===== src/rtl/srpg_pkg.sv =====
package srpg_pkg;

  localparam int unsigned PERIOD_W = 13;
  localparam int unsigned DIV_W    = 5;
  localparam int unsigned PCT_W    = 7;
  localparam int unsigned SPD_W    = 8;
  localparam int unsigned PROD_W   = 20;
  localparam int unsigned CFG_IDX_W  = 2;
  localparam int unsigned CFG_DATA_W = 2;

  localparam logic [PCT_W-1:0] PCT_MAX = PCT_W'(100);
  localparam logic [DIV_W-1:0] CNT_MAX = '1;

  // floor(x / 100) == (x * RECIP) >> RECIP_SH for every x below 2**PROD_W
  localparam int unsigned RECIP_SH = 27;
  localparam int unsigned RECIP_W  = 21;
  localparam logic [RECIP_W-1:0] RECIP = RECIP_W'(1342178);

  localparam logic [CFG_IDX_W-1:0] CFG_STEP_MODE     = CFG_IDX_W'(0);
  localparam logic [CFG_IDX_W-1:0] CFG_DRIVER_ENABLE = CFG_IDX_W'(1);

  localparam logic [1:0] MODE_HALF    = 2'd1;
  localparam logic [1:0] MODE_QUARTER = 2'd2;

  typedef struct packed {
    logic [PERIOD_W-1:0] target;
    logic [DIV_W-1:0]    divider;
    logic                negative;
    logic                spd_nz;
  } cmd_t;

  typedef struct packed {
    logic                step;
    logic                dir;
    logic [PERIOD_W-1:0] period;
    logic                at_target;
  } res_t;

  function automatic logic [PERIOD_W-1:0] div100(input logic [PROD_W-1:0] x);
    logic [PROD_W+RECIP_W-1:0] p;
    p = (PROD_W+RECIP_W)'(x) * (PROD_W+RECIP_W)'(RECIP);
    return p[RECIP_SH +: PERIOD_W];
  endfunction

endpackage


===== src/rtl/srpg_fifo.sv =====
module srpg_fifo #(
  parameter int unsigned WIDTH = 8,
  parameter int unsigned DEPTH = 2
) (
  input  logic             clk_i,
  input  logic             rst_ni,
  input  logic             push_i,
  input  logic [WIDTH-1:0] data_i,
  output logic             full_o,
  input  logic             pop_i,
  output logic [WIDTH-1:0] data_o,
  output logic             empty_o
);

  localparam int unsigned PTR_W = (DEPTH > 1) ? $clog2(DEPTH) : 1;
  localparam int unsigned CNT_W = $clog2(DEPTH + 1);

  logic [WIDTH-1:0] mem_q [DEPTH];
  logic [PTR_W-1:0] wr_ptr_q, wr_ptr_d, rd_ptr_q, rd_ptr_d;
  logic [CNT_W-1:0] cnt_q, cnt_d;
  logic             do_push, do_pop;

  assign full_o  = (cnt_q == CNT_W'(DEPTH));
  assign empty_o = (cnt_q == '0);
  assign do_push = push_i && !full_o;
  assign do_pop  = pop_i && !empty_o;
  assign data_o  = mem_q[rd_ptr_q];

  always_comb begin
    wr_ptr_d = wr_ptr_q;
    rd_ptr_d = rd_ptr_q;
    cnt_d    = cnt_q;
    if (do_push) begin
      wr_ptr_d = (wr_ptr_q == PTR_W'(DEPTH - 1)) ? '0 : wr_ptr_q + 1'b1;
    end
    if (do_pop) begin
      rd_ptr_d = (rd_ptr_q == PTR_W'(DEPTH - 1)) ? '0 : rd_ptr_q + 1'b1;
    end
    if (do_push && !do_pop) begin
      cnt_d = cnt_q + 1'b1;
    end else if (do_pop && !do_push) begin
      cnt_d = cnt_q - 1'b1;
    end
  end

  always_ff @(posedge clk_i or negedge rst_ni) begin
    if (!rst_ni) begin
      wr_ptr_q <= '0;
      rd_ptr_q <= '0;
      cnt_q    <= '0;
    end else begin
      wr_ptr_q <= wr_ptr_d;
      rd_ptr_q <= rd_ptr_d;
      cnt_q    <= cnt_d;
    end
  end

  always_ff @(posedge clk_i) begin
    if (do_push) begin
      mem_q[wr_ptr_q] <= data_i;
    end
  end

  a_cnt_range: assert property (@(posedge clk_i) disable iff (!rst_ni)
    cnt_q <= CNT_W'(DEPTH))
    else $error("fifo count beyond depth");

  a_cnt_track: assert property (@(posedge clk_i) disable iff (!rst_ni)
    (do_push && !do_pop) |=> (cnt_q == $past(cnt_q) + 1'b1))
    else $error("fifo count missed a push");

  a_ptr_gap: assert property (@(posedge clk_i) disable iff (!rst_ni)
    (empty_o || full_o) |-> (wr_ptr_q == rd_ptr_q))
    else $error("fifo pointers disagree with count");

endmodule


===== src/rtl/srpg_front.sv =====
module srpg_front #(
  parameter int unsigned SLOW_PERIOD   = 5500,
  parameter int unsigned FAST_PERIOD   = 990,
  parameter int unsigned SLOW_RAMP_DIV = 20,
  parameter int unsigned FAST_RAMP_DIV = 4
) (
  input  logic                             clk_i,
  input  logic                             rst_ni,
  input  logic                             in_valid_i,
  output logic                             in_ready_o,
  input  logic signed [srpg_pkg::SPD_W-1:0] speed_i,
  input  logic [srpg_pkg::PCT_W-1:0]       accel_i,
  output logic                             cmd_valid_o,
  input  logic                             cmd_ready_i,
  output srpg_pkg::cmd_t                   cmd_o
);

  localparam logic [srpg_pkg::PROD_W-1:0] T_SPAN =
    srpg_pkg::PROD_W'(SLOW_PERIOD - FAST_PERIOD);
  localparam logic [srpg_pkg::PROD_W-1:0] D_SPAN =
    srpg_pkg::PROD_W'(SLOW_RAMP_DIV - FAST_RAMP_DIV);

  logic                          a_valid_q;
  logic [srpg_pkg::PROD_W-1:0]   prod_t_q, prod_t_d;
  logic [srpg_pkg::PROD_W-1:0]   prod_d_q, prod_d_d;
  logic                          neg_q, nz_q;
  logic [srpg_pkg::SPD_W-1:0]    mag;
  logic [srpg_pkg::PCT_W-1:0]    spd, acc;
  logic                          advance;

  always_comb begin
    mag = speed_i[srpg_pkg::SPD_W-1] ? srpg_pkg::SPD_W'(-speed_i)
                                     : srpg_pkg::SPD_W'(speed_i);
    spd = (mag > srpg_pkg::SPD_W'(srpg_pkg::PCT_MAX)) ? srpg_pkg::PCT_MAX
                                                      : mag[srpg_pkg::PCT_W-1:0];
    acc = (accel_i > srpg_pkg::PCT_MAX) ? srpg_pkg::PCT_MAX : accel_i;
    prod_t_d = T_SPAN * srpg_pkg::PROD_W'(spd);
    prod_d_d = D_SPAN * srpg_pkg::PROD_W'(acc);
  end

  assign advance    = !a_valid_q || cmd_ready_i;
  assign in_ready_o = advance;

  always_ff @(posedge clk_i or negedge rst_ni) begin
    if (!rst_ni) begin
      a_valid_q <= 1'b0;
    end else if (advance) begin
      a_valid_q <= in_valid_i;
    end
  end

  always_ff @(posedge clk_i) begin
    if (advance && in_valid_i) begin
      prod_t_q <= prod_t_d;
      prod_d_q <= prod_d_d;
      neg_q    <= speed_i[srpg_pkg::SPD_W-1];
      nz_q     <= (spd != '0);
    end
  end

  logic [srpg_pkg::PERIOD_W-1:0] qd;

  always_comb begin
    qd               = srpg_pkg::div100(prod_d_q);
    cmd_o.target     = srpg_pkg::PERIOD_W'(SLOW_PERIOD) - srpg_pkg::div100(prod_t_q);
    cmd_o.divider    = srpg_pkg::DIV_W'(SLOW_RAMP_DIV) - qd[srpg_pkg::DIV_W-1:0];
    cmd_o.negative   = neg_q;
    cmd_o.spd_nz     = nz_q;
  end

  assign cmd_valid_o = a_valid_q;

  a_hold: assert property (@(posedge clk_i) disable iff (!rst_ni)
    (a_valid_q && !cmd_ready_i) |=> (a_valid_q && $stable(prod_t_q)))
    else $error("front stage dropped a stalled item");

  a_target_range: assert property (@(posedge clk_i) disable iff (!rst_ni)
    a_valid_q |-> (cmd_o.target >= srpg_pkg::PERIOD_W'(FAST_PERIOD)
                   && cmd_o.target <= srpg_pkg::PERIOD_W'(SLOW_PERIOD)))
    else $error("target period out of range");

  a_zero_dir: assert property (@(posedge clk_i) disable iff (!rst_ni)
    (a_valid_q && neg_q) |-> nz_q)
    else $error("negative speed classified as zero");

endmodule


===== src/rtl/srpg_back.sv =====
module srpg_back #(
  parameter int unsigned SLOW_PERIOD   = 5500,
  parameter int unsigned FAST_PERIOD   = 990,
  parameter int unsigned SLOW_RAMP_DIV = 20,
  parameter int unsigned RAMP_STEP     = 10
) (
  input  logic           clk_i,
  input  logic           rst_ni,
  input  logic           cmd_valid_i,
  output logic           cmd_ready_o,
  input  srpg_pkg::cmd_t cmd_i,
  output logic           res_valid_o,
  input  logic           res_ready_i,
  output srpg_pkg::res_t res_o
);

  localparam logic [srpg_pkg::PERIOD_W-1:0] STEP_EXT =
    srpg_pkg::PERIOD_W'(RAMP_STEP);

  logic [srpg_pkg::PERIOD_W-1:0] cnt_q, cnt_d, cur_q, cur_d, tgt_q, tgt_d;
  logic [srpg_pkg::DIV_W-1:0]    tc_q, tc_d, tc_inc;
  logic                          step_q, step_d, dir_q, dir_d;
  logic [srpg_pkg::PERIOD_W-1:0] gap, move;
  logic                          fire, match;

  assign fire        = cmd_valid_i && res_ready_i;
  assign cmd_ready_o = res_ready_i;
  assign res_valid_o = cmd_valid_i;
  assign match       = (cnt_q >= cur_q);

  // the divider of the incoming item is always the one in force
  always_comb begin
    cnt_d  = cnt_q;
    cur_d  = cur_q;
    tgt_d  = cmd_i.target;
    tc_d   = tc_q;
    step_d = step_q;
    dir_d  = dir_q;
    if (cmd_i.target != tgt_q) begin
      if (cmd_i.negative) begin
        dir_d = 1'b1;
      end else if (cmd_i.spd_nz) begin
        dir_d = 1'b0;
      end
    end
    gap  = (cur_q > tgt_d) ? (cur_q - tgt_d) : (tgt_d - cur_q);
    move = (gap < STEP_EXT) ? gap : STEP_EXT;
    tc_inc = (tc_q == srpg_pkg::CNT_MAX) ? tc_q : tc_q + 1'b1;
    if (match) begin
      cnt_d  = '0;
      step_d = !step_q;
      tc_d   = tc_inc;
      if (tc_inc >= cmd_i.divider && cur_q != tgt_d) begin
        cur_d = (cur_q > tgt_d) ? (cur_q - move) : (cur_q + move);
        tc_d  = '0;
      end
    end else begin
      cnt_d = cnt_q + 1'b1;
    end
    res_o.step      = step_d;
    res_o.dir       = dir_d;
    res_o.period    = cur_d;
    res_o.at_target = (cur_d == tgt_d);
  end

  always_ff @(posedge clk_i or negedge rst_ni) begin
    if (!rst_ni) begin
      cnt_q  <= '0;
      cur_q  <= srpg_pkg::PERIOD_W'(SLOW_PERIOD);
      tgt_q  <= srpg_pkg::PERIOD_W'(SLOW_PERIOD);
      tc_q   <= '0;
      step_q <= 1'b0;
      dir_q  <= 1'b0;
    end else if (fire) begin
      cnt_q  <= cnt_d;
      cur_q  <= cur_d;
      tgt_q  <= tgt_d;
      tc_q   <= tc_d;
      step_q <= step_d;
      dir_q  <= dir_d;
    end
  end

  a_period_range: assert property (@(posedge clk_i) disable iff (!rst_ni)
    (cur_q >= srpg_pkg::PERIOD_W'(FAST_PERIOD)
     && cur_q <= srpg_pkg::PERIOD_W'(SLOW_PERIOD)))
    else $error("current period left its range");

  a_restart: assert property (@(posedge clk_i) disable iff (!rst_ni)
    (fire && match) |=> (cnt_q == '0))
    else $error("counter did not restart on match");

  a_dir_hold: assert property (@(posedge clk_i) disable iff (!rst_ni)
    !fire |=> $stable(dir_q) && $stable(cur_q))
    else $error("state moved without an item");

endmodule


===== src/rtl/stepper_ramp_pulse_generator_unit.sv =====
// Step-clock generator with a linear speed ramp for a stepper driver.
// Input channel (push/full): one item per prescaled timer tick, carrying a
// signed speed percent and an acceleration percent; an item is taken on a
// clock edge with push high and full low.
// Result channel (empty/pop): exactly one result per item, in order: the
// step line, direction, microstep select pins, enable, current half-period
// and an at-target flag, all as they stand after that tick.
// Configuration channel (cfg_valid_i/cfg_ready_o): index 0 step mode,
// index 1 driver enable; ready is always high; write only while idle.
// Path: a pushed item is taken into the front product register, then the command
// queue, then the result queue written by the back end; a stall can hold it in
// any of these, and it can be popped once it stands on the result ports.
// Throughput: one item per cycle while the receiver keeps popping, set by the state update in
// the back end; the front and back are joined by a 2-entry queue.
// Reset: period and target at the slowest speed, counters and lines low,
// both queues empty, config cleared.
// Receiver stall: results collect in a 2-entry output queue, then the
// command queue and the front register fill and full rises; nothing is dropped.
module stepper_ramp_pulse_generator_unit #(
  parameter int unsigned SLOW_PERIOD   = 5500,
  parameter int unsigned FAST_PERIOD   = 990,
  parameter int unsigned SLOW_RAMP_DIV = 20,
  parameter int unsigned FAST_RAMP_DIV = 4,
  parameter int unsigned RAMP_STEP     = 10
) (
  input  logic                                clk_i,
  input  logic                                rst_ni,
  input  logic                                push,
  output logic                                full,
  input  logic signed [srpg_pkg::SPD_W-1:0]   speed_percent_i,
  input  logic [srpg_pkg::PCT_W-1:0]          accel_percent_i,
  output logic                                empty,
  input  logic                                pop,
  output logic                                step_level_o,
  output logic                                direction_level_o,
  output logic                                mode_bit_zero_o,
  output logic                                mode_bit_one_o,
  output logic                                enable_level_o,
  output logic [srpg_pkg::PERIOD_W-1:0]       period_now_o,
  output logic                                at_target_o,
  input  logic                                cfg_valid_i,
  output logic                                cfg_ready_o,
  input  logic [srpg_pkg::CFG_IDX_W-1:0]      cfg_index_i,
  input  logic [srpg_pkg::CFG_DATA_W-1:0]     cfg_data_i
);

  localparam int unsigned CMD_W = $bits(srpg_pkg::cmd_t);
  localparam int unsigned RES_W = $bits(srpg_pkg::res_t);

  logic [1:0] step_mode_q;
  logic       drv_en_q;

  assign cfg_ready_o = 1'b1;

  always_ff @(posedge clk_i or negedge rst_ni) begin
    if (!rst_ni) begin
      step_mode_q <= '0;
      drv_en_q    <= 1'b0;
    end else if (cfg_valid_i) begin
      unique case (cfg_index_i)
        srpg_pkg::CFG_STEP_MODE:     step_mode_q <= cfg_data_i[1:0];
        srpg_pkg::CFG_DRIVER_ENABLE: drv_en_q    <= cfg_data_i[0];
        default: ;
      endcase
    end
  end

  logic           front_ready, f_valid, cq_full, cq_empty, cq_pop;
  srpg_pkg::cmd_t f_cmd, cq_cmd;
  logic [CMD_W-1:0] cq_out;

  assign full = !front_ready;

  srpg_front #(
    .SLOW_PERIOD  (SLOW_PERIOD),
    .FAST_PERIOD  (FAST_PERIOD),
    .SLOW_RAMP_DIV(SLOW_RAMP_DIV),
    .FAST_RAMP_DIV(FAST_RAMP_DIV)
  ) u_front (
    .clk_i      (clk_i),
    .rst_ni     (rst_ni),
    .in_valid_i (push),
    .in_ready_o (front_ready),
    .speed_i    (speed_percent_i),
    .accel_i    (accel_percent_i),
    .cmd_valid_o(f_valid),
    .cmd_ready_i(!cq_full),
    .cmd_o      (f_cmd)
  );

  srpg_fifo #(
    .WIDTH(CMD_W),
    .DEPTH(2)
  ) u_cmd_q (
    .clk_i  (clk_i),
    .rst_ni (rst_ni),
    .push_i (f_valid),
    .data_i (f_cmd),
    .full_o (cq_full),
    .pop_i  (cq_pop),
    .data_o (cq_out),
    .empty_o(cq_empty)
  );

  assign cq_cmd = srpg_pkg::cmd_t'(cq_out);

  logic           rq_full, b_valid;
  srpg_pkg::res_t b_res, rq_res;
  logic [RES_W-1:0] rq_out;

  srpg_back #(
    .SLOW_PERIOD  (SLOW_PERIOD),
    .FAST_PERIOD  (FAST_PERIOD),
    .SLOW_RAMP_DIV(SLOW_RAMP_DIV),
    .RAMP_STEP    (RAMP_STEP)
  ) u_back (
    .clk_i      (clk_i),
    .rst_ni     (rst_ni),
    .cmd_valid_i(!cq_empty),
    .cmd_ready_o(cq_pop),
    .cmd_i      (cq_cmd),
    .res_valid_o(b_valid),
    .res_ready_i(!rq_full),
    .res_o      (b_res)
  );

  srpg_fifo #(
    .WIDTH(RES_W),
    .DEPTH(2)
  ) u_res_q (
    .clk_i  (clk_i),
    .rst_ni (rst_ni),
    .push_i (b_valid),
    .data_i (b_res),
    .full_o (rq_full),
    .pop_i  (pop),
    .data_o (rq_out),
    .empty_o(empty)
  );

  assign rq_res            = srpg_pkg::res_t'(rq_out);
  assign step_level_o      = rq_res.step;
  assign direction_level_o = rq_res.dir;
  assign period_now_o      = rq_res.period;
  assign at_target_o       = rq_res.at_target;
  assign mode_bit_zero_o   = (step_mode_q == srpg_pkg::MODE_HALF);
  assign mode_bit_one_o    = (step_mode_q == srpg_pkg::MODE_QUARTER);
  assign enable_level_o    = drv_en_q;

endmodule


===== config.mk =====
export PLATFORM = sky130hd
export DESIGN_NAME = stepper_ramp_pulse_generator_unit
export DESIGN_NICKNAME = d
export VERILOG_FILES = /design/src/rtl/srpg_pkg.sv /design/src/rtl/srpg_fifo.sv /design/src/rtl/srpg_front.sv /design/src/rtl/srpg_back.sv /design/src/rtl/stepper_ramp_pulse_generator_unit.sv
export SDC_FILE = /design/constraint.sdc
export NUM_CORES = 1
export LEC_CHECK = 0
export ABC_AREA = 1
export BUFFER_PORTS_ARGS = -buffer_cell sky130_fd_sc_hd__buf_2
export CAP_MARGIN = 10
export CORE_MARGIN = 5
export CORE_UTILIZATION = 35
export CTS_BUF_LIST = sky130_fd_sc_hd__clkbuf_16
export CTS_CLUSTER_DIAMETER = 80
export DETAILED_ROUTE_END_ITERATION = 12
export PLACE_DENSITY = 0.49
export SLEW_MARGIN = 20
export SYNTH_ARGS = -nofsm -noshare
export SYNTH_HDL_FRONTEND = slang
export SYNTH_SLANG_ARGS = --single-unit

===== constraint.sdc =====
create_clock -name clk_i -period 11.7 [get_ports clk_i]
set_input_delay 1.755 -clock clk_i [delete_from_list [all_inputs] [get_ports clk_i]]
set_output_delay 1.755 -clock clk_i [all_outputs]
set_load 0.02 [all_outputs]

==> results.json, run 1 <==
{
  "outcome": "finished, final reports clean",
  "ys_seq_elements": 158,
  "grt_max_degree": 59,
  "io_buffers": 44,
  "rsz0062_at_grt": "no",
  "ys_types": 57,
  "cts_root_buffer": "clkbuf_16",
  "clk_pin_slew_worst_paths_ns": 0.07,
  "grt_pass1_wl_um": 75600,
  "routed_wl_um": 45400,
  "grt_remaining_overflow": 0,
  "grt_usage_pct": 15.4,
  "io_pins": 46,
  "r2r_slack_ns": 4.35,
  "cts_tree": "done",
  "die_w_um": 245,
  "drcViolationCount": 0,
  "synth_seq_area_share_pct": 23.1,
  "final_antenna_net_count": 0,
  "final_common_cell": "inv_1",
  "postCtsSetupRepairBufs": 0,
  "finalCriticalPeriod_ns": 7.36,
  "synth_warnings": 0,
  "worstPathRequired_ns": 11.90,
  "most-common-layout-cells": "inv_1 (474), nand2_1 (426), ha_1 (330), fa_1 (166), nor2_1 (122)",
  "worstReg2RegStart": "u_cmd_q.rd_ptr_q$_DFFE_PN0P_",
  "hpwlAfterDp_um": 38600,
  "hold_viol": 0,
  "gp_congestion": 0.876,
  "dr_total_vias": 14400,
  "clock_latency_ns": 0.44,
  "cts_max_level": 4,
  "arrival_ns": 7.56,
  "hold_start": "u_front.nz_q$_DFFE_PP_",
  "placed_area_mm2": 0.0204,
  "fin_crit_sh_pct": 62.9,
  "postLayoutCellArea_mm2": 0.0210,
  "row_count": 86,
  "vias_per_cell": 4.76,
  "cts_made_buffers": 17,
  "initial_core_util_pct": 35.2,
  "synth.top_cell.area_share_pct": 21.4,
  "slowest_stage": "fa_1",
  "synth-edff-count": 100,
  "grt_pass1_vias": 14800,
  "syn_area_mm2": 0.0193,
  "diodes": 0,
  "synth_area_leaders": "ha_1 (21%), fa_1 (17%), edfxtp_1 (16%)",
  "ys.flop_type": "edfxtp_1",
  "firstDrtPassIters": 5,
  "slew_viol_final": 0,
  "synth_nets": 2782,
  "die_area_mm2": 0.0600,
  "cts_resized": 0,
  "slew_headroom_pct": 30.3,
  "min_to": "u_cmd_q.mem_q[1][0]$_DFFE_PP_",
  "timing.fmax_ghz": 0.136,
  "regToRegEndpoint": "u_res_q.mem_q[0][0]$_DFFE_PP_",
  "core_mm2": 0.0549,
  "syn-instance-count": 2262,
  "postCtsHoldBufs": 0,
  "drt-initial-drc-count": 779,
  "max_slew.worst_pin.slew_ns": 1.04,
  "critPathMaxFanout": 7,
  "rr_worst_depth": 37,
  "clock_sinks": 158,
  "synth_top_cell_by_area": "ha_1",
  "report.final.setup_viol": 0,
  "avgSynthCellArea_um2": 8.55,
  "wl_per_cell_um": 15.0,
  "finClkSkew_ns": 0.0141,
  "cts_max_path_buffers": 2,
  "tns_ns": 0,
  "fp.dieH_um": 245,
  "async_flop_share_pct": 36.7,
  "antenna_found_initial": 0,
  "max-cap-violations": 0,
  "fin_nets": 2834,
  "max_stage_delay_ns": 0.61,
  "crit_type": "input port to flop",
  "hold_slack_ns": 0.459,
  "synthToLayoutAreaGrowth_pct": 8.67,
  "min_path_type": "flop to flop",
  "critPathLaunchType": "input port",
  "holdPathStages": 0,
  "end_kind": "flop",
  "crit_top_cell": "inv_1",
  "drive_gt1_share_pct": 6.75
}
## flip-flops by register name, indices dropped and copies added, names as in the netlist, 2 cells and up
name / cells
u_back.tgt_q: 13
u_front.prod_d_q: 7
u_back.tc_q: 5
u_back.cur_q: 13
u_res_q.cnt_q: 2
step_mode_q: 2
u_front.prod_t_q: 19
u_back.cnt_q: 13
u_cmd_q.cnt_q: 2
u_res_q.mem_q: 32
u_cmd_q.mem_q: 40
## critical path: cells and delay by family
family	cells	cell delay, ns
AO/OA/AOI/OAI	11	1.96
XOR/XNOR	1	0.16
AND/OR/NAND/NOR	5	0.63
buffers and inverters	6	0.44
adder cells (fa/ha/maj)	6	2.60
## final cells by class
| class | count | area [um^2] |
|---|---|---|
| fill | 5621 | 33900 |
| multi-input combinational | 1603 | 13000 |
| sequential | 158 | 4470 |
| inverter | 481 | 1810 |
| tap | 704 | 881 |
| clock buffer | 17 | 425 |
| timing repair buffer | 53 | 288 |
| clock inverter | 15 | 161 |
## Yosys cell counts, types with 9 or more instances
cell type,n
dfrtp_1,42
nand3_1,86
ha_1,330
xor2_1,57
dfstp_2,16
nor2_1,124
o21ai_0,97
nand4_1,33
inv_1,473
clkbuf_1,15
a21oi_1,101
o21ai_1,19
or2_2,23
o21bai_1,9
edfxtp_1,100
fa_1,166
nor3_1,19
xnor2_1,27
nand2_1,426
## kinds of logic (layout without fill, tap and decap cells)
logic type | Yosys count | after routing | share of synthesized area, %
muxes | 4 | 4 | 0.207
DFF | 158 | 158 | 23.1
other | 1 | 1 | 0.0194
adders and majority gates | 496 | 496 | 38.5
buffers and inverters | 501 | 566 | 9.85
xor gates and xnor gates | 84 | 84 | 3.81
and+or+nand+nor | 747 | 747 | 16.7
AOI/OAI and AO/OA | 271 | 271 | 7.77
## per-stage QoR
stage	utilization, %	setup slack [ns]	cells
after floorplan	-	4.66	2262
after global placement	37.2	4.07	2999
after detailed placement	37.2	3.90	2999
after CTS	38.3	4.20	3031
after global routing	38.3	3.41	3031
final	38.3	4.34	3031
## worst max path at each step
stage | cells after the start | to | startpoint | slack, ns
detailed placement | 29 | u_front.prod_t_q[19]$_DFFE_PP_ | speed_percent_i[0] | 3.90
CTS | 37 | u_res_q.mem_q[0][0]$_DFFE_PP_ | u_cmd_q.rd_ptr_q$_DFFE_PN0P_ | 4.20
global placement | 29 | u_front.prod_t_q[19]$_DFFE_PP_ | speed_percent_i[0] | 4.07
floorplan | 26 | u_front.prod_t_q[19]$_DFFE_PP_ | speed_percent_i[0] | 4.66
finish | 29 | u_front.prod_t_q[19]$_DFFE_PP_ | speed_percent_i[0] | 4.34
global route | 37 | u_res_q.mem_q[0][0]$_DFFE_PP_ | u_cmd_q.rd_ptr_q$_DFFE_PN0P_ | 3.41
## metal layers
layer	part of all wire, %	GRT usage [%]
met1	46	20.2
met2	49	27.3
met3	2.4	1.63
met4	2.1	3.89
met5	0	0
Power of run 1 is left out: the tool's default activity adds up to more than one toggle a clock period on the data nets, which glitch-free logic cannot reach.
==> run 2, diff against run 1 <==
--- a/config.mk
+++ b/config.mk
@@ -13,7 +13,7 @@
 export CTS_BUF_LIST = sky130_fd_sc_hd__clkbuf_16
 export CTS_CLUSTER_DIAMETER = 80
 export DETAILED_ROUTE_END_ITERATION = 12
-export PLACE_DENSITY = 0.49
+export PLACE_DENSITY = 0.5
 export SLEW_MARGIN = 20
 export SYNTH_ARGS = -nofsm -noshare
 export SYNTH_HDL_FRONTEND = slang
==> constraint.sdc (replaced) <==
create_clock -name clk_i -period 6.3 [get_ports clk_i]
set_input_delay 0.945 -clock clk_i [delete_from_list [all_inputs] [get_ports clk_i]]
set_output_delay 0.945 -clock clk_i [all_outputs]
set_load 0.02 [all_outputs]
==> run 2 against run 1 <==
Compared with the run above:
- cell count up 4.4%
- first-iteration DRC count down 3.6%
- design area up 7.5%
- critical path type is now flop to flop
==> results.json, run 2 (synthesized netlist as in run 1, its figures left out) <==
{
  "slew_viol_final": 0,
  "worstPathRequired_ns": 6.50,
  "initial_core_util_pct": 35.2,
  "reg.largest.list": "u_cmd_q.mem_q x40, u_res_q.mem_q x32, u_front.prod_t_q x19",
  "routed_wl_um": 47100,
  "grt_pass1_wl_um": 77900,
  "drt-initial-drc-count": 751,
  "io_buffers": 44,
  "slew_headroom_pct": 30.2,
  "die_area_mm2": 0.0600,
  "cts_max_level": 4,
  "report.final.setup_viol": 0,
  "clock_sinks": 158,
  "vias_per_cell": 4.75,
  "grt_usage_pct": 15.9,
  "antenna_found_initial": 0,
  "placed_area_mm2": 0.0212,
  "drcViolationCount": 0,
  "diodes": 0,
  "hold_viol": 0,
  "postLayoutCellArea_mm2": 0.0226,
  "hpwlAfterDp_um": 39800,
  "gp_congestion": 0.910,
  "critPathLaunchType": "flop",
  "arrival_ns": 6.31,
  "final_antenna_net_count": 0,
  "cts_root_buffer": "clkbuf_16",
  "finClkSkew_ns": 0.0169,
  "fin_crit_sh_pct": 97.1,
  "timing.fmax_ghz": 0.163,
  "most-common-layout-cells": "inv_1 (468), nand2_1 (412), ha_1 (311), fa_1 (161), buf_4 (141)",
  "dr_total_vias": 15000,
  "cp_cell_sequence": "fa_2, inv_1, fa_1, fa_1, fa_1, inv_1, fa_1, fa_1, ha_4, a21oi_1, inv_1, a21oi_2, o21ai_0, a211oi_1, nand2_1, xor2_2, nor3_2, nand2_1, nand2_2, nand2_1, nand2_1, nand2_1",
  "finalCriticalPeriod_ns": 6.12,
  "cts_made_buffers": 17,
  "top_register": "u_cmd_q.mem_q",
  "max_stage_delay_ns": 0.62,
  "outcome": "finished, final reports clean",
  "max_slew.worst_pin.slew_ns": 1.05,
  "slowest_stage": "fa_2",
  "drive_gt1_share_pct": 15.6,
  "row_count": 86,
  "crit_type": "flop to flop",
  "grt_pass1_vias": 15500,
  "max-cap-violations": 0,
  "largest_reg_flops": 40,
  "postCtsHoldBufs": 0,
  "grt_max_degree": 59,
  "synthToLayoutAreaGrowth_pct": 16.8,
  "min_path_type": "flop to flop",
  "grt_remaining_overflow": 0,
  "clk_pin_slew_worst_paths_ns": 0.08,
  "final_common_cell": "inv_1",
  "fp.dieH_um": 245,
  "cts_tree": "done",
  "core_mm2": 0.0549,
  "wl_per_cell_um": 14.9,
  "io_pins": 46,
  "cts_max_path_buffers": 2,
  "clock_latency_ns": 0.45,
  "end_kind": "flop",
  "critPathMaxFanout": 4,
  "firstDrtPassIters": 5,
  "die_w_um": 245,
  "fin_nets": 2966
}
[run 2: what timing repair did]
item | 4_1_cts | 5_1_grt
pin swaps | 2 | 50
gates resized for setup | 5 | 126
setup buffers | 1 | 25
setup endpoints to repair | 4 | 36
cloned | 0 | 0
[run 2: area by class of cell]
| class | instances | area (um^2) |
|---|---|---|
| Inverter | 481 | 1810 |
| Sequential cell | 158 | 4470 |
| Fill cell | 5510 | 32300 |
| Timing Repair Buffer | 185 | 1280 |
| Clock inverter | 15 | 183 |
| Tap cell | 704 | 881 |
| Clock buffer | 17 | 425 |
| Multi-Input combinational cell | 1603 | 13500 |
[run 2: worst paths after layout]
kind                                                  endpoint  cells past startpoint  slack [ns]                           start
worst max-delay path            u_cmd_q.mem_q[0][19]$_DFFE_PP_                     22        0.18  u_front.prod_t_q[13]$_DFFE_PP_
worst min-delay path             u_cmd_q.mem_q[0][0]$_DFFE_PP_                      0        0.48          u_front.nz_q$_DFFE_PP_
worst max register to register  u_cmd_q.mem_q[0][19]$_DFFE_PP_                     22        0.18  u_front.prod_t_q[13]$_DFFE_PP_
worst min register to register   u_cmd_q.mem_q[0][0]$_DFFE_PP_                      0        0.48          u_front.nz_q$_DFFE_PP_
max in group asynchronous          u_back.cnt_q[6]$_DFFE_PN0P_                      2        5.10                          rst_ni
min in group asynchronous          u_back.cur_q[1]$_DFFE_PN0P_                      2        0.65                          rst_ni
[run 2: critical path, delay by kind of cell, from the launching register on]
kind                     cells  cell delay [ns]
adder cells (fa/ha/maj)      7             3.50
buffers and inverters        3             0.20
AND/OR/NAND/NOR              7             0.77
flip-flops                   1             0.47
AO/OA/AOI/OAI                4             0.71
XOR/XNOR                     1             0.24
[run 2: through the flow]
step / TNS, ns / util (%) / std cells / hold slack, ns / worst slack (ns)
4_1_cts: 0 / 39.8 / 3138 / 0.479 / 0.00210
2_1_floorplan: 0 / - / 2262 / 0.421 / 0.0698
3_3_place_gp: -0.485 / 38.7 / 3105 / 0.436 / -0.144
5_1_grt: -0.238 / 41.1 / 3163 / 0.484 / -0.0640
6_report: 0 / 41.1 / 3163 / 0.475 / 0.183
3_5_place_dp: -0.908 / 38.7 / 3105 / 0.460 / -0.210
[run 2: routing by layer]
layer,vias to the layer above,global-route usage (%),part of all wire (%)
met2,190,28.5,51
li1,7626,-,-
met5,-,0,0
met1,7130,20.4,45
met3,63,1.72,2.4
met4,0,4.01,1.9
Power of run 2 is left out for the same reason.
==> run 3, diff against run 2 <==
--- a/config.mk
+++ b/config.mk
@@ -8,7 +8,7 @@
 export ABC_AREA = 1
 export BUFFER_PORTS_ARGS = -buffer_cell sky130_fd_sc_hd__buf_2
 export CAP_MARGIN = 10
-export CORE_MARGIN = 5
+export CORE_ASPECT_RATIO = 0.6
 export CORE_UTILIZATION = 35
 export CTS_BUF_LIST = sky130_fd_sc_hd__clkbuf_16
 export CTS_CLUSTER_DIAMETER = 80
==> run 3 against run 2 <==
Compared with the run above:
- register-to-register slack worse by 0.03 ns
- first-iteration DRC count up 74%
- setup slack worse by 0.034 ns
- worst hold slack worse by 0.020 ns
- die area down 6.4%
- via count up 3.9%
- cell count up 2.1%
- critical path depth up 5
- clock skew down 0.0038 ns
- wire length up 19%
- clock-buffer cell count up 1
- flip-flop and latch count unchanged
==> results.json, run 3 (synthesized netlist as in run 1, its figures left out) <==
{
  "crit_top_cell": "fa_1",
  "end_kind": "flop",
  "timing.fmax_ghz": 0.163,
  "drive_gt1_share_pct": 19.1,
  "crit_type": "flop to flop",
  "max_slew.worst_pin.slew_ns": 0.951,
  "multiInputGateArea_mm2": 0.0137,
  "grt_remaining_overflow": 0,
  "routed_wl_um": 55800,
  "largest_reg_flops": 40,
  "postLayoutCellArea_mm2": 0.0231,
  "cts_root_buffer": "clkbuf_16",
  "finClkSkew_ns": 0.0131,
  "drcViolationCount": 0,
  "regArea_mm2": 0.00448,
  "routed-wl-met3_um": 4920,
  "grt_pass1_vias": 15000,
  "top_register": "u_cmd_q.mem_q",
  "slew_headroom_pct": 36.5,
  "final_common_cell": "inv_1",
  "outcome": "finished, final reports clean",
  "critPathMaxFanout": 4,
  "fin_crit_sh_pct": 97.6,
  "firstDrtPassIters": 5,
  "clock_sinks": 158,
  "final_cells": 3229,
  "tns_ns": 0,
  "utilization_pct": 42.6,
  "worstPathRequired_ns": 6.49,
  "hold_start": "u_front.nz_q$_DFFE_PP_",
  "report.final.setup_viol": 0,
  "final_antenna_net_count": 0,
  "drt-initial-drc-count": 1307,
  "dr_total_vias": 15600,
  "finalCriticalPeriod_ns": 6.15,
  "postCtsHoldBufs": 0,
  "slowest_stage": "fa_2",
  "core_mm2": 0.0543,
  "placed_area_mm2": 0.0216,
  "cts_max_level": 4,
  "io_buffers": 44,
  "fin_nets": 3022,
  "max-cap-violations": 0,
  "die_w_um": 305,
  "crit_start": "u_front.prod_t_q[4]$_DFFE_PP_",
  "r2r_slack_ns": 0.15,
  "maxUsedRoutingLayer": "met4",
  "io_pins": 46,
  "reg.largest.list": "u_cmd_q.mem_q x40, u_res_q.mem_q x32, u_front.prod_t_q x19",
  "hold_viol": 0,
  "row_count": 66,
  "slew_viol_final": 0,
  "vias_per_cell": 4.83,
  "grt_pass1_wl_um": 86200,
  "antenna_found_initial": 0,
  "wl_met1_um": 32500,
  "clock_latency_ns": 0.45,
  "initial_core_util_pct": 35.6,
  "most-common-layout-cells": "inv_1 (464), nand2_1 (400), ha_1 (307), buf_4 (191), fa_1 (155)",
  "hpwlAfterDp_um": 47800,
  "wl_met2_um": 18000,
  "worstReg2RegStart": "u_front.prod_t_q[4]$_DFFE_PP_",
  "diodes": 0,
  "cts_tree": "done",
  "nFillCells": 5469,
  "grt_usage_pct": 20.2,
  "clk_pin_slew_worst_paths_ns": 0.07,
  "min_path_type": "flop to flop",
  "max_stage_delay_ns": 0.62,
  "wl_per_cell_um": 17.3,
  "dp_cells": 3161,
  "cts_max_path_buffers": 2,
  "synthToLayoutAreaGrowth_pct": 19.7,
  "grt_max_degree": 59,
  "fp.dieH_um": 184,
  "die_area_mm2": 0.0562,
  "arrival_ns": 6.34,
  "cts_made_buffers": 17,
  "gp_congestion": 0.976,
  "critPathLaunchType": "flop",
  "rsz0062_at_grt": "yes"
}
## run 3: changes by cell type in the layout (fill, tap and decap cells not counted), sizes merged
cell,change
buf,+55
clkbuf,+1
clkinv,-3
clkinvlp,+1
inv,+2
## run 3: path summary, 6_finish.rpt
path	end	depth (start not counted)
max	u_cmd_q.mem_q[1][17]$_DFFE_PP_	27
min	u_cmd_q.mem_q[0][0]$_DFFE_PP_	0
max reg2reg	u_cmd_q.mem_q[1][17]$_DFFE_PP_	27
min reg2reg	u_cmd_q.mem_q[0][0]$_DFFE_PP_	0
max in group asynchronous	u_cmd_q.rd_ptr_q$_DFFE_PN0P_	2
min in group asynchronous	u_back.cur_q[1]$_DFFE_PN0P_	2
## run 3: stage by stage
stage	hold WS, ns	worst slack (ns)
floorplan	0.421	0.0698
global placement	0.433	-0.101
detailed placement	0.456	-0.157
CTS	0.465	0.00449
global route	0.470	-0.152
finish	0.455	0.150
## run 3: cell type report
class / count / area share, %
multi-input combinational: 1603 / 59.1
timing repair inverter: 1 / 0.0324
clock inverter: 14 / 0.503
inverter: 481 / 7.83
timing repair buffer: 240 / 7.39
tap: 714 / 3.86
clock buffer: 18 / 1.95
sequential: 158 / 19.3
## run 3: routing by layer
metal,vias up,track usage [%]
met5,-,0
met4,0,2.89
met3,27,5.34
met2,440,23.0
met1,7369,35.2
li1,7761,-
## run 3: worst max-delay path: cells and delay by family (launching register included)
family,cells,cell delay [ns]
compound gates,3,0.31
xor+xnor,1,0.24
fa+ha+maj,8,3.66
buf+inv,6,0.44
flops,1,0.41
simple gates,9,0.84
## run 3: timing repair
action | CTS | global route
buffers inserted | 3 | 33
setup endpoints to repair | 8 | 42
pin swaps | 8 | 78
gates resized for setup | 20 | 163
gates cloned | 1 | 0
hold endpoints to repair | 0 | 0
Power of run 3 is left out for the same reason.
